[config.mk]
export PLATFORM = sky130hd
export DESIGN_NAME = date_add_days_core
export DESIGN_NICKNAME = d
export VERILOG_FILES = /design/src/design/dad_pkg.sv /design/src/design/dad_leap.sv /design/src/design/date_add_days_core.sv
export SDC_FILE = /design/constraint.sdc
export NUM_CORES = 1
export LEC_CHECK = 0
export BUFFER_PORTS_ARGS = -buffer_cell sky130_fd_sc_hd__clkbuf_2
export CORE_MARGIN = 2
export CORE_UTILIZATION = 42
export DETAILED_ROUTE_END_ITERATION = 8
export PLACE_DENSITY = 0.67
export SLEW_MARGIN = 20
export SYNTH_ARGS = -nofsm -noshare
export SYNTH_HDL_FRONTEND = slang
export SYNTH_HIERARCHICAL = 1
export SYNTH_SLANG_ARGS = --single-unit
[constraint.sdc]
create_clock -name clock -period 7.95 [get_ports clock]
set_input_delay 0.3975 -clock clock [delete_from_list [all_inputs] [get_ports clock]]
set_output_delay 0.3975 -clock clock [all_outputs]
set_load 0.03 [all_outputs]
[src/design/dad_pkg.sv]
// ----------------------------------------------------------------------------
// dad_pkg
// Shared widths, status codes and calendar tables for the date adder.
// ----------------------------------------------------------------------------
package dad_pkg;

   // field widths
   localparam int DayW   = 5;
   localparam int MonthW = 4;
   localparam int YearW  = 16;
   localparam int CountW = 9;
   localparam int TotalW = 10;

   // day count limits
   localparam int MaxAddDaysDefault = 300;
   localparam int MaxAddDaysHigh    = 365;

   // reciprocal of 25, exact for every 16-bit year
   localparam int Recip25      = 83887;
   localparam int Recip25Shift = 21;
   localparam int ProdW        = YearW + 17;
   localparam int QuotW        = ProdW - Recip25Shift;

   typedef enum logic [1:0] {
      STATUS_OK,
      STATUS_BAD_COUNT,
      STATUS_BAD_MONTH,
      STATUS_BAD_DAY
   } status_type;

   // days before the first of a month, month index 0 is January
   function automatic logic [TotalW-1:0] cum_days(input logic leap,
                                                  input logic [MonthW-1:0] mi);
      logic [TotalW-1:0] base;
      case (mi)
         4'd0:    base = 10'd0;
         4'd1:    base = 10'd31;
         4'd2:    base = 10'd59;
         4'd3:    base = 10'd90;
         4'd4:    base = 10'd120;
         4'd5:    base = 10'd151;
         4'd6:    base = 10'd181;
         4'd7:    base = 10'd212;
         4'd8:    base = 10'd243;
         4'd9:    base = 10'd273;
         4'd10:   base = 10'd304;
         4'd11:   base = 10'd334;
         default: base = 10'd0;
      endcase
      if (leap && (mi >= 4'd2)) begin
         base = base + 10'd1;
      end
      return base;
   endfunction

   // length of a month, february follows the leap flag
   function automatic logic [DayW-1:0] month_len(input logic leap,
                                                 input logic [MonthW-1:0] mi);
      logic [DayW-1:0] len;
      case (mi)
         4'd1:                      len = leap ? 5'd29 : 5'd28;
         4'd3, 4'd5, 4'd8, 4'd10:   len = 5'd30;
         default:                   len = 5'd31;
      endcase
      return len;
   endfunction

endpackage

[src/design/dad_leap.sv]
// ----------------------------------------------------------------------------
// dad_leap
// Two-stage Gregorian leap year test: reciprocal multiply, then a check for
// divisibility by 25 combined with the low bits of the year.
// ----------------------------------------------------------------------------
module dad_leap (
   input  logic                      clock,
   input  logic [dad_pkg::YearW-1:0] year,
   output logic                      leap
);

   localparam int YearW = dad_pkg::YearW;
   localparam int ProdW = dad_pkg::ProdW;
   localparam int QuotW = dad_pkg::QuotW;

   logic [ProdW-1:0] prod_in, prod_ff;
   logic [YearW-1:0] year_ff;
   logic [QuotW-1:0] quot;
   logic [YearW-1:0] quot_x25;
   logic             div25;
   logic             leap_in, leap_ff;

   // year times the scaled reciprocal of 25
   assign prod_in = ProdW'(year) * ProdW'(dad_pkg::Recip25);

   always_ff @(posedge clock) begin
      prod_ff <= prod_in;
      year_ff <= year;
   end

   // quotient back to a multiple of 25 and compare
   always_comb begin
      quot     = prod_ff[ProdW-1:dad_pkg::Recip25Shift];
      quot_x25 = YearW'(quot) * YearW'(25);
      div25    = (quot_x25 == year_ff);
      // leap: by 4, and not by 100 unless by 400 (by 16 and by 25)
      leap_in  = (year_ff[1:0] == 2'b00) && (!div25 || (year_ff[3:0] == 4'b0000));
   end

   always_ff @(posedge clock) begin
      leap_ff <= leap_in;
   end

   assign leap = leap_ff;

endmodule

[src/design/date_add_days_core.sv]
// ----------------------------------------------------------------------------
// date_add_days_core
// Adds a day count to a Gregorian date, with range checks on the inputs.
//
//   channel   ports                                   handshake
//   request   req_start_day/month/year, req_add_days  start, busy
//   result    rsp_end_day/month/year, rsp_status      rsp_strobe, one cycle
//
// One request is taken every cycle while busy is low. The pipeline is the leap
// year unit (multiply, then compare) ahead of the day-of-year add and the month
// search, each a register stage.
// Reset is synchronous and clears the stage valid bits; busy is high while
// reset is held and low otherwise. The receiver cannot stall, so nothing
// inside the pipeline ever waits.
// ----------------------------------------------------------------------------
module date_add_days_core #(
   parameter int MAX_ADD_DAYS = dad_pkg::MaxAddDaysDefault
) (
   input  logic                       clock,
   input  logic                       reset,
   input  logic                       start,
   output logic                       busy,
   input  logic [dad_pkg::DayW-1:0]   req_start_day,
   input  logic [dad_pkg::MonthW-1:0] req_start_month,
   input  logic [dad_pkg::YearW-1:0]  req_start_year,
   input  logic [dad_pkg::CountW-1:0] req_add_days,
   output logic                       rsp_strobe,
   output logic [dad_pkg::DayW-1:0]   rsp_end_day,
   output logic [dad_pkg::MonthW-1:0] rsp_end_month,
   output logic [dad_pkg::YearW-1:0]  rsp_end_year,
   output logic [1:0]                 rsp_status
);

   localparam int DayW   = dad_pkg::DayW;
   localparam int MonthW = dad_pkg::MonthW;
   localparam int YearW  = dad_pkg::YearW;
   localparam int CountW = dad_pkg::CountW;
   localparam int TotalW = dad_pkg::TotalW;
   localparam logic [CountW-1:0] MaxAdd = CountW'(MAX_ADD_DAYS);

   logic accept;

   // stage 1 registers
   logic              valid1_ff;
   logic [DayW-1:0]   day1_ff;
   logic [MonthW-1:0] month1_ff;
   logic [YearW-1:0]  year1_ff;
   logic [CountW-1:0] count1_ff;

   // stage 2 registers
   logic                valid2_ff;
   logic [DayW-1:0]     day2_ff;
   logic [MonthW-1:0]   mi2_ff;
   logic [YearW-1:0]    year2_ff;
   logic [CountW-1:0]   count2_ff;
   dad_pkg::status_type status2_in, status2_ff;
   logic                leap_cur, leap_next;

   // stage 3 registers
   logic                valid3_ff;
   dad_pkg::status_type status3_in, status3_ff;
   logic [TotalW-1:0]   total3_in, total3_ff;
   logic [YearW-1:0]    year3_in, year3_ff;
   logic                leap3_in, leap3_ff;
   logic [DayW-1:0]     mlen;
   logic [TotalW-1:0]   doy;
   logic [TotalW-1:0]   ylen;

   // stage 4 (output) registers
   logic                strobe_ff;
   logic [DayW-1:0]     end_day_in, end_day_ff;
   logic [MonthW-1:0]   end_month_in, end_month_ff;
   logic [YearW-1:0]    end_year_in, end_year_ff;
   dad_pkg::status_type status4_ff;
   logic [MonthW-1:0]   k;
   logic [TotalW-1:0]   day_full;

   assign busy   = reset;
   assign accept = start && !busy;

   // stage 1: capture the request
   always_ff @(posedge clock) begin
      if (reset) begin
         valid1_ff <= 1'b0;
      end else begin
         valid1_ff <= accept;
      end
      day1_ff   <= req_start_day;
      month1_ff <= req_start_month;
      year1_ff  <= req_start_year;
      count1_ff <= req_add_days;
   end

   // leap status of this year and the next, ready in stage 2
   dad_leap u_leap_cur (
      .clock (clock),
      .year  (req_start_year),
      .leap  (leap_cur)
   );

   dad_leap u_leap_next (
      .clock (clock),
      .year  (req_start_year + YearW'(1)),
      .leap  (leap_next)
   );

   // stage 2: count and month checks
   always_comb begin
      if (count1_ff > MaxAdd) begin
         status2_in = dad_pkg::STATUS_BAD_COUNT;
      end else if ((month1_ff == MonthW'(0)) || (month1_ff > MonthW'(12))) begin
         status2_in = dad_pkg::STATUS_BAD_MONTH;
      end else begin
         status2_in = dad_pkg::STATUS_OK;
      end
   end

   always_ff @(posedge clock) begin
      if (reset) begin
         valid2_ff <= 1'b0;
      end else begin
         valid2_ff <= valid1_ff;
      end
      day2_ff    <= day1_ff;
      mi2_ff     <= month1_ff - MonthW'(1);
      year2_ff   <= year1_ff;
      count2_ff  <= count1_ff;
      status2_ff <= status2_in;
   end

   // stage 3: day check, day of year plus count, year rollover
   always_comb begin
      mlen = dad_pkg::month_len(leap_cur, mi2_ff);
      if ((status2_ff == dad_pkg::STATUS_OK) &&
          ((day2_ff == DayW'(0)) || (day2_ff > mlen))) begin
         status3_in = dad_pkg::STATUS_BAD_DAY;
      end else begin
         status3_in = status2_ff;
      end
      doy  = dad_pkg::cum_days(leap_cur, mi2_ff) + TotalW'(day2_ff) + TotalW'(count2_ff);
      ylen = leap_cur ? TotalW'(366) : TotalW'(365);
      if (doy > ylen) begin
         total3_in = doy - ylen;
         year3_in  = year2_ff + YearW'(1);
         leap3_in  = leap_next;
      end else begin
         total3_in = doy;
         year3_in  = year2_ff;
         leap3_in  = leap_cur;
      end
   end

   always_ff @(posedge clock) begin
      if (reset) begin
         valid3_ff <= 1'b0;
      end else begin
         valid3_ff <= valid2_ff;
      end
      status3_ff <= status3_in;
      total3_ff  <= total3_in;
      year3_ff   <= year3_in;
      leap3_ff   <= leap3_in;
   end

   // stage 4: month search over the cumulative table, error zeroing
   always_comb begin
      k = MonthW'(0);
      for (int j = 1; j < 12; j++) begin
         if (total3_ff > dad_pkg::cum_days(leap3_ff, MonthW'(j))) begin
            k = MonthW'(j);
         end
      end
      day_full = total3_ff - dad_pkg::cum_days(leap3_ff, k);
      if (status3_ff == dad_pkg::STATUS_OK) begin
         end_day_in   = day_full[DayW-1:0];
         end_month_in = k + MonthW'(1);
         end_year_in  = year3_ff;
      end else begin
         end_day_in   = '0;
         end_month_in = '0;
         end_year_in  = '0;
      end
   end

   always_ff @(posedge clock) begin
      if (reset) begin
         strobe_ff <= 1'b0;
      end else begin
         strobe_ff <= valid3_ff;
      end
      end_day_ff   <= end_day_in;
      end_month_ff <= end_month_in;
      end_year_ff  <= end_year_in;
      status4_ff   <= status3_ff;
   end

   assign rsp_strobe    = strobe_ff;
   assign rsp_end_day   = end_day_ff;
   assign rsp_end_month = end_month_ff;
   assign rsp_end_year  = end_year_ff;
   assign rsp_status    = status4_ff;

endmodule

; ---- Word-level counts from Yosys, hierarchy flattened
; Memories as Yosys holds them, arrays and structs flattened. A register that Yosys moved wholly into a read port is not among the register bits.
; Cells that the tools add are included.
[totals]
ram_bits = 0
mem_bits_ro = 288
n_memories = 2
latch_bits = 0
out_inout_bits = 29
register_bits = 214
word_cells = 118
in_bits = 37
[memory_table]
columns = name, depth, word_bits, rd, rd_clocked_by_memory_dff, write_ports, line_no
row1 = (name not given), 16, 9, 1, 0, 0, dad_pkg.sv:35  ; case (mi)
row2 = (name not given), 16, 9, 1, 1, 0, dad_pkg.sv:35
[classes]
bitwise = 0
reduce_logical = 22
multipliers = 4
addsub = 10
div = 0
shifts = 0
order_cmp = 17
eq_ne = 7
n_mux = 30
[ops]
columns = operator, count
row1 = $mul 16x17->33 const B, 2
row2 = $gt 10x8->1, 4
row3 = $gt 10x9->1, 4
row4 = $mux 4, 10
row5 = $add 16x1->16 const B, 2
row6 = $eq 16x16->1, 2
row7 = $mul 12x5->16 const B, 2
row8 = $gt 10x7->1, 2
row9 = $mux 10, 2
row10 = $mux 16, 1
row11 = $logic_not 4->1, 3
row12 = $add 10x1->10 const B, 1
row13 = $add 10x5->10, 1
row14 = $add 10x9->10, 1
row15 = $gt 10x5->1 const B, 1
row16 = $gt 10x6->1, 1
row17 = $mux 2, 5
row18 = $sub 10x9->10, 1
row19 = $gt 9x9->1 const B, 1
row20 = $eq 4x4->1 const B, 2
row21 = $ge 4x2->1 const B, 2
row22 = $logic_not 2->1, 4
row23 = $mux 1, 8
row24 = $logic_and 1x1->1, 6
row25 = other kinds (16), 22

; ---- Depth between registers and ports, before layout
; Gate-level depths: netlist of run 1.
[depth]
depth_word = 16
ltp_mapped = 24

; ---- Modules after synthesis
; Netlist of run 1, hierarchy kept.
[modules_own_cells]
columns = mod, instances, area_each_um2, cells_each
row1 = dad_leap (u_leap_next), 1, 7095.6, 747
row2 = dad_leap (u_leap_cur), 1, 6941.7, 717
row3 = date_add_days_core, 1, 6124.6, 606

; ---- Worst setup path before layout of run 1
; Ideal clock, no wire load.
[synth_path]
path_type = input to register
startpoint = input port req_start_year[2] in the netlist's numbering
endpoint = register u_leap_next.prod_ff[29]
setup_slack_ns = 1.453
t_arrival_ns = 6.364
setup_ns = 0.133
cell_stages = 24
path_cell_list = and3_1 > and2_1 > nand2_1 > or2_2 > nor2_1 > xor2_1 > fa_1 > inv_1 > fa_1 > inv_1 > fa_1 > fa_1 > fa_1 > inv_1 > fa_1 > inv_1 > ha_1 > nand2_1 > nor3_2 > nand3_1 > o31ai_2 > o211ai_1 > o311ai_1 > xor2_1
[synth_via]
elab_chain_cells = 2
[synth_lines]
columns = item, line_no
row1 = from (decl), date_add_days_core.sv:25  ; input logic [dad_pkg::YearW-1:0] req_start_year,
row2 = $add 16x1->16, date_add_days_core.sv:103  ; .year (req_start_year + YearW'(1)),
row3 = $mul 16x17->33, dad_leap.sv:24  ; assign prod_in = ProdW'(year) * ProdW'(dad_pkg::Recip25);
row4 = net u_leap_next.prod_in[29], dad_leap.sv:16  ; logic [ProdW-1:0] prod_in, prod_ff;
row5 = to (signal assigned), dad_leap.sv:27  ; prod_ff <= prod_in;
row6 = to (decl), dad_leap.sv:16
; The timed path passes the listed nets, and every way through them passes these cells.
; A chain may end at the register's enable or synchronous reset.

; ---- Final worst setup path of run 1
[layout_path]
startpoint = input port req_start_year[2] in the netlist's numbering
endpoint = register u_leap_next.prod_ff[31]
; The elaborated chain is that of the path after synthesis.

==> impl_metrics.json, run 1 <==
{
  "status": "complete, no violations",
  "synth-compound-area-share_pct": 10.7,
  "die_y_um": 223,
  "rsz0062_at_grt": "no",
  "viasPerCell": 5.14,
  "ant_nets": 0,
  "num_vias": 14247,
  "required_ps": 8300,
  "startpoint_type": "primary input",
  "grt_pass1_wl_um": 74900,
  "max_slew.worst_pin.slew_ps": 1020,
  "setup_viol": 0,
  "synthAdderAreaFrac_pct": 45.6,
  "io_pins": 66,
  "clk-insertion-delay-late_ps": 470,
  "syn-num-nets": 2712,
  "dp_cells": 2741,
  "grt-ovfl-total": 0,
  "syn_area_um2": 20200,
  "crit_path_end_kind": "flop",
  "path_max_fanout": 12,
  "min-delay-start": "req_start_month[3]",
  "gp_congestion": 0.933,
  "dieWidth_um": 223,
  "num_rows": 80,
  "synth-edff-count": 0,
  "syn_area_per_cell_um2": 9.74,
  "antenna_found_initial": 1,
  "grt_max_degree": 26,
  "finClkSkew_ps": 18.9,
  "nets": 2787,
  "cts_setup_buffers": 0,
  "ys_warn_count": 6,
  "met2_length_um": 21500,
  "yosys.area_share.simple_pct": 9.19,
  "cts-root-buf": "clkbuf_16",
  "synth_top_family_by_area": "adder cells",
  "hold_buffers": 0,
  "synthXorXnorAreaFrac_pct": 5.42,
  "rrSetupSlack_ps": 2400,
  "clock_sinks": 197,
  "clkTransAtPathRegs_ps": 70,
  "hold_depth": 1,
  "slew_violations": 0,
  "yosys-top-cells-area": "ha_1 (24%), fa_1 (21%), dfxtp_1 (20%)",
  "reg2reg_depth": 21,
  "synth_top_cell_by_area": "ha_1",
  "fin_util_pct": 45.9,
  "dieArea_um2": 49800,
  "cts_tree": "done",
  "cts_resized": 0,
  "ys_types": 101,
  "fin_crit_sh_pct": 87.2,
  "final_cells": 2773,
  "antennaDiodeCount": 0,
  "r2r-end": "rsp_end_day[4]$_SDFF_PP0_",
  "synth_top_area_share_pct": 24.1,
  "core_um2": 47500,
  "crit_type": "primary input to flop",
  "drive_above_1_share_pct": 7.23,
  "dr.pass1.iters": 5,
  "hp-class": "primary input to flop",
  "slew_headroom_pct": 31.7,
  "syn_inst": 2070,
  "cts_buffers": 17,
  "final-hold-violation-count": 0,
  "start_util_pct": 42.4,
  "yosys-top-cells-count": "inv_1 (456), ha_1 (389), fa_1 (216), dfxtp_1 (197), xnor2_1 (87)",
  "drtIter0Drc": 862,
  "fin_tns_setup_ps": 0,
  "gr-usage-all-layers_pct": 18.9,
  "route.detailed.drc": 0,
  "met1_length_um": 20500,
  "maxCapViolCount": 0,
  "max_clock_freq_ghz": 0.144,
  "h-tree-depth": 4,
  "dp_hpwl_um": 38100,
  "reg2reg_from": "leap3_ff$_DFF_P_",
  "wl_met3_um": 2220,
  "min_period_ps": 6930,
  "arrival_ps": 7290,
  "grt_pass1_vias": 14861,
  "muxShareOfSynthArea_pct": 0.465,
  "wl_per_cell_um": 16.2,
  "synth_seq_cells": 197,
  "whs_endpoint": "month1_ff[3]$_DFF_P_",
  "dr.max_layer_used": "met4",
  "seq_area_frac_synth_pct": 19.6,
  "synthArstFlopShare_pct": 0,
  "yosys.cell_count.top_type": "inv_1",
  "cts.path.max_buffers": 2,
  "syn2layout_area_growth_pct": 8.21,
  "io_buffers": 65,
  "drt_wl_total_um": 45000,
  "ys.flop_type": "dfxtp_1"
}
[layout make-up]
type                       instances  area, um2
inverter                         456       1710
sequential                       197       3940
timing repair buffer              78        423
clock inverter                    12        118
tap                              615        769
fill                            4450      25700
multi-input combinational       1395      14400
clock buffer                      20        467
[placed cells by master, fill, tap and decap left out, drive strengths merged, types with 18 or more instances in the layout]
| cell | netlist | layout |
|---|---|---|
| and3 | 20 | 20 |
| nand2 | 76 | 76 |
| nor3 | 18 | 18 |
| xnor2 | 88 | 88 |
| o21ai | 62 | 62 |
| nand4 | 28 | 28 |
| clkbuf | 13 | 85 |
| fa | 216 | 216 |
| a21oi | 80 | 80 |
| ha | 389 | 389 |
| xor2 | 36 | 36 |
| nor2 | 65 | 65 |
| a21o | 32 | 32 |
| nand3 | 37 | 37 |
| nor2b | 18 | 18 |
| dfxtp | 197 | 197 |
| and2 | 27 | 27 |
| inv | 456 | 462 |
[state kept, by name, indices dropped and copies added, names as in the netlist, 2 cells and up, named ones only]
| register | count |
|---|---|
| year2_ff | 16 |
| rsp_end_day | 5 |
| day2_ff | 5 |
| count2_ff | 9 |
| year1_ff | 16 |
| u_leap_cur/year_ff | 16 |
| mi2_ff | 4 |
| u_leap_cur/prod_ff | 12 |
| day1_ff | 5 |
| rsp_status | 2 |
| u_leap_next/prod_ff | 12 |
| rsp_end_year | 16 |
| status2_ff | 2 |
| year3_ff | 16 |
| u_leap_next/year_ff | 16 |
| status3_ff | 2 |
| count1_ff | 9 |
| rsp_end_month | 4 |
| month1_ff | 4 |
| total3_ff | 10 |
[cells by family after synthesis]
family	after synthesis
AOI/OAI and AO/OA	311
muxes	9
DFF	197
buffers and inverters	478
xor gates and xnor gates	124
and+or+nand+nor	346
adders and majority gates	605
[worst max-delay path, stage by stage]
cell and delay (ps):
clkbuf_2 260, and3_1 210, and2_1 180, nand2_1 110, or2_2 320, xnor2_1 640, fa_1 600, fa_1 530
inv_1 70, fa_1 540, inv_1 60, fa_1 510, fa_1 550, fa_1 500, ha_1 340, nand4_1 110
nor3_2 230, nand3_1 120, o31ai_2 350, nor2_1 140, a31o_2 270, a211oi_1 230
[per-layer routing]
layer / up-vias / global-route usage (%)
met2: 319 / 32.3
met5: - / 0
met3: 48 / 3.38
li1: 6962 / -
met1: 6918 / 24.5
met4: 0 / 5.30
[worst max path at each step]
stage                                       to               from  slack (ps)  depth (start not counted)
3_5_place_dp   u_leap_next/prod_ff[31]$_DFF_P_  req_start_year[2]         570                         22
5_1_grt        u_leap_next/prod_ff[29]$_DFF_P_  req_start_year[2]         550                         25
2_1_floorplan  u_leap_next/prod_ff[29]$_DFF_P_  req_start_year[2]        1450                         24
6_report       u_leap_next/prod_ff[31]$_DFF_P_  req_start_year[2]        1020                         22
3_3_place_gp   u_leap_next/prod_ff[29]$_DFF_P_  req_start_year[2]         710                         22
4_1_cts        u_leap_next/prod_ff[31]$_DFF_P_  req_start_year[2]        1030                         22
[stage by stage]
step	setup slack [ps]	area [um2]	hold slack, ps
after CTS	1030	21800	14.3
after global routing	552	21800	16.1
after global placement	715	21200	311
after floorplan	1450	20200	310
final	1020	21800	37.2
after detailed placement	570	21200	313
Power of run 1 is not shown: default switching activity piles up to over one toggle a cycle in this logic, so the estimate is an artifact.
==> run 2, diff against run 1 <==
--- a/config.mk
+++ b/config.mk
@@ -10,6 +10,7 @@
 export CORE_UTILIZATION = 42
 export DETAILED_ROUTE_END_ITERATION = 8
 export PLACE_DENSITY = 0.67
+export RECOVER_POWER = 50
 export SLEW_MARGIN = 20
 export SYNTH_ARGS = -nofsm -noshare
 export SYNTH_HDL_FRONTEND = slang
==> run 2 against run 1 <==
  * Global-route usage unchanged
  * Sequential cell count unchanged
  * Die area unchanged
  * Via count up 0.20%
  * First-iteration DRC count down 4.8%
  * Hold slack better by 0.65 ps
  * Critical endpoint unchanged
  * Highest routed layer unchanged
==> impl_metrics.json, run 2 (synthesized netlist as in run 1, its figures left out) <==
{
  "drtIter0Drc": 821,
  "grt_pass1_wl_um": 74900,
  "grt_max_degree": 26,
  "nFillCells": 4476,
  "wl_per_cell_um": 16.2,
  "status": "complete, no violations",
  "die_y_um": 223,
  "io_buffers": 65,
  "dieArea_um2": 49800,
  "grt_pass1_vias": 14861,
  "cts.path.max_buffers": 2,
  "fin_tns_setup_ps": 0,
  "crit_type": "primary input to flop",
  "max_slew.worst_pin.slew_ps": 1020,
  "rsz0062_at_grt": "no",
  "hp-class": "primary input to flop",
  "pre_cts_ws_ps": 570,
  "cts_setup_buffers": 0,
  "mostFrequentLayoutCell": "inv_1",
  "gr-usage-all-layers_pct": 18.9,
  "io_pins": 66,
  "max_clock_freq_ghz": 0.139,
  "syn2layout_area_growth_pct": 7.89,
  "core_um2": 47500,
  "antennaDiodeCount": 0,
  "cts_resized": 0,
  "viasPerCell": 5.15,
  "final_cell_mix": "inv_1 (456), ha_1 (389), fa_1 (216), dfxtp_1 (197), xnor2_1 (87)",
  "slew_headroom_pct": 31.5,
  "h-tree-depth": 4,
  "clock_sinks": 197,
  "nets": 2787,
  "timing.final.ws_setup_ps": 780,
  "required_ps": 8300,
  "antenna_found_initial": 1,
  "start_util_pct": 42.4,
  "cts_buffers": 17,
  "min_period_ps": 7170,
  "crit_path_end_kind": "flop",
  "clkTransAtPathRegs_ps": 70,
  "dieWidth_um": 223,
  "dp_hpwl_um": 38100,
  "multi_input_area_um2": 14400,
  "cts-root-buf": "clkbuf_16",
  "clk-insertion-delay-late_ps": 470,
  "layout.area.seq_um2": 3940,
  "hold_buffers": 0,
  "num_vias": 14275,
  "route.detailed.drc": 0,
  "maxCapViolCount": 0,
  "ant_nets": 0,
  "dr.pass1.iters": 5,
  "final-hold-violation-count": 0,
  "startpoint_type": "primary input",
  "fin_crit_sh_pct": 90.2,
  "num_rows": 80,
  "finClkSkew_ps": 18.6,
  "grt-ovfl-total": 0,
  "arrival_ps": 7520,
  "setup_viol": 0,
  "gp_congestion": 0.933,
  "drt_wl_total_um": 45000,
  "slew_violations": 0,
  "path_max_fanout": 12,
  "cts_tree": "done",
  "drive_above_1_share_pct": 5.47
}
[run 2: final timing paths]
| check | cells after the start | start | slack [ps] | to |
|---|---|---|---|---|
| max | 22 | req_start_year[2] | 780 | u_leap_next/prod_ff[31]$_DFF_P_ |
| min | 1 | req_start_month[3] | 40 | month1_ff[3]$_DFF_P_ |
| max reg2reg | 21 | leap3_ff$_DFF_P_ | 2400 | rsp_end_day[4]$_SDFF_PP0_ |
| min reg2reg | 0 | day1_ff[2]$_DFF_P_ | 330 | day2_ff[2]$_DFF_P_ |
[run 2: layout make-up]
type | instances | area share [%]
multi-input cells | 1395 | 66.1
flip-flops and latches | 197 | 18.1
inverters | 456 | 7.87
well taps | 615 | 3.54
clock buffers | 20 | 2.15
repair buffers | 78 | 1.65
clock inverters | 12 | 0.541
[run 2: metal layers]
metal,up-vias,share of wire [%],global-route usage [%]
li1,6959,-,-
met1,6934,45,24.5
met2,337,48,32.3
met3,45,5.4,3.38
met4,0,1.8,5.30
met5,-,0,0
[run 2: through the flow]
step	instances	util, %	hold slack [ps]	instance area [um2]
finish	2773	45.8	37.8	21800
global route	2773	45.8	16.1	21800
CTS	2773	45.9	14.3	21800
detailed placement	2741	44.7	313	21200
global placement	2741	44.7	311	21200
floorplan	2070	-	310	20200
[run 2: critical path, stage by stage]
cell and delay (ps):
clkbuf_1 470, and3_1 250, and2_1 180, nand2_1 110, or2_2 320, xnor2_1 630
fa_1 600, fa_1 530, inv_1 70, fa_1 540, inv_1 60, fa_1 510
fa_1 550, fa_1 500, ha_1 340, nand4_1 110, nor3_2 230, nand3_1 110
o31ai_2 350, nor2_1 140, a31o_2 270, a211oi_1 230
Power of run 2 is left out for the same reason.
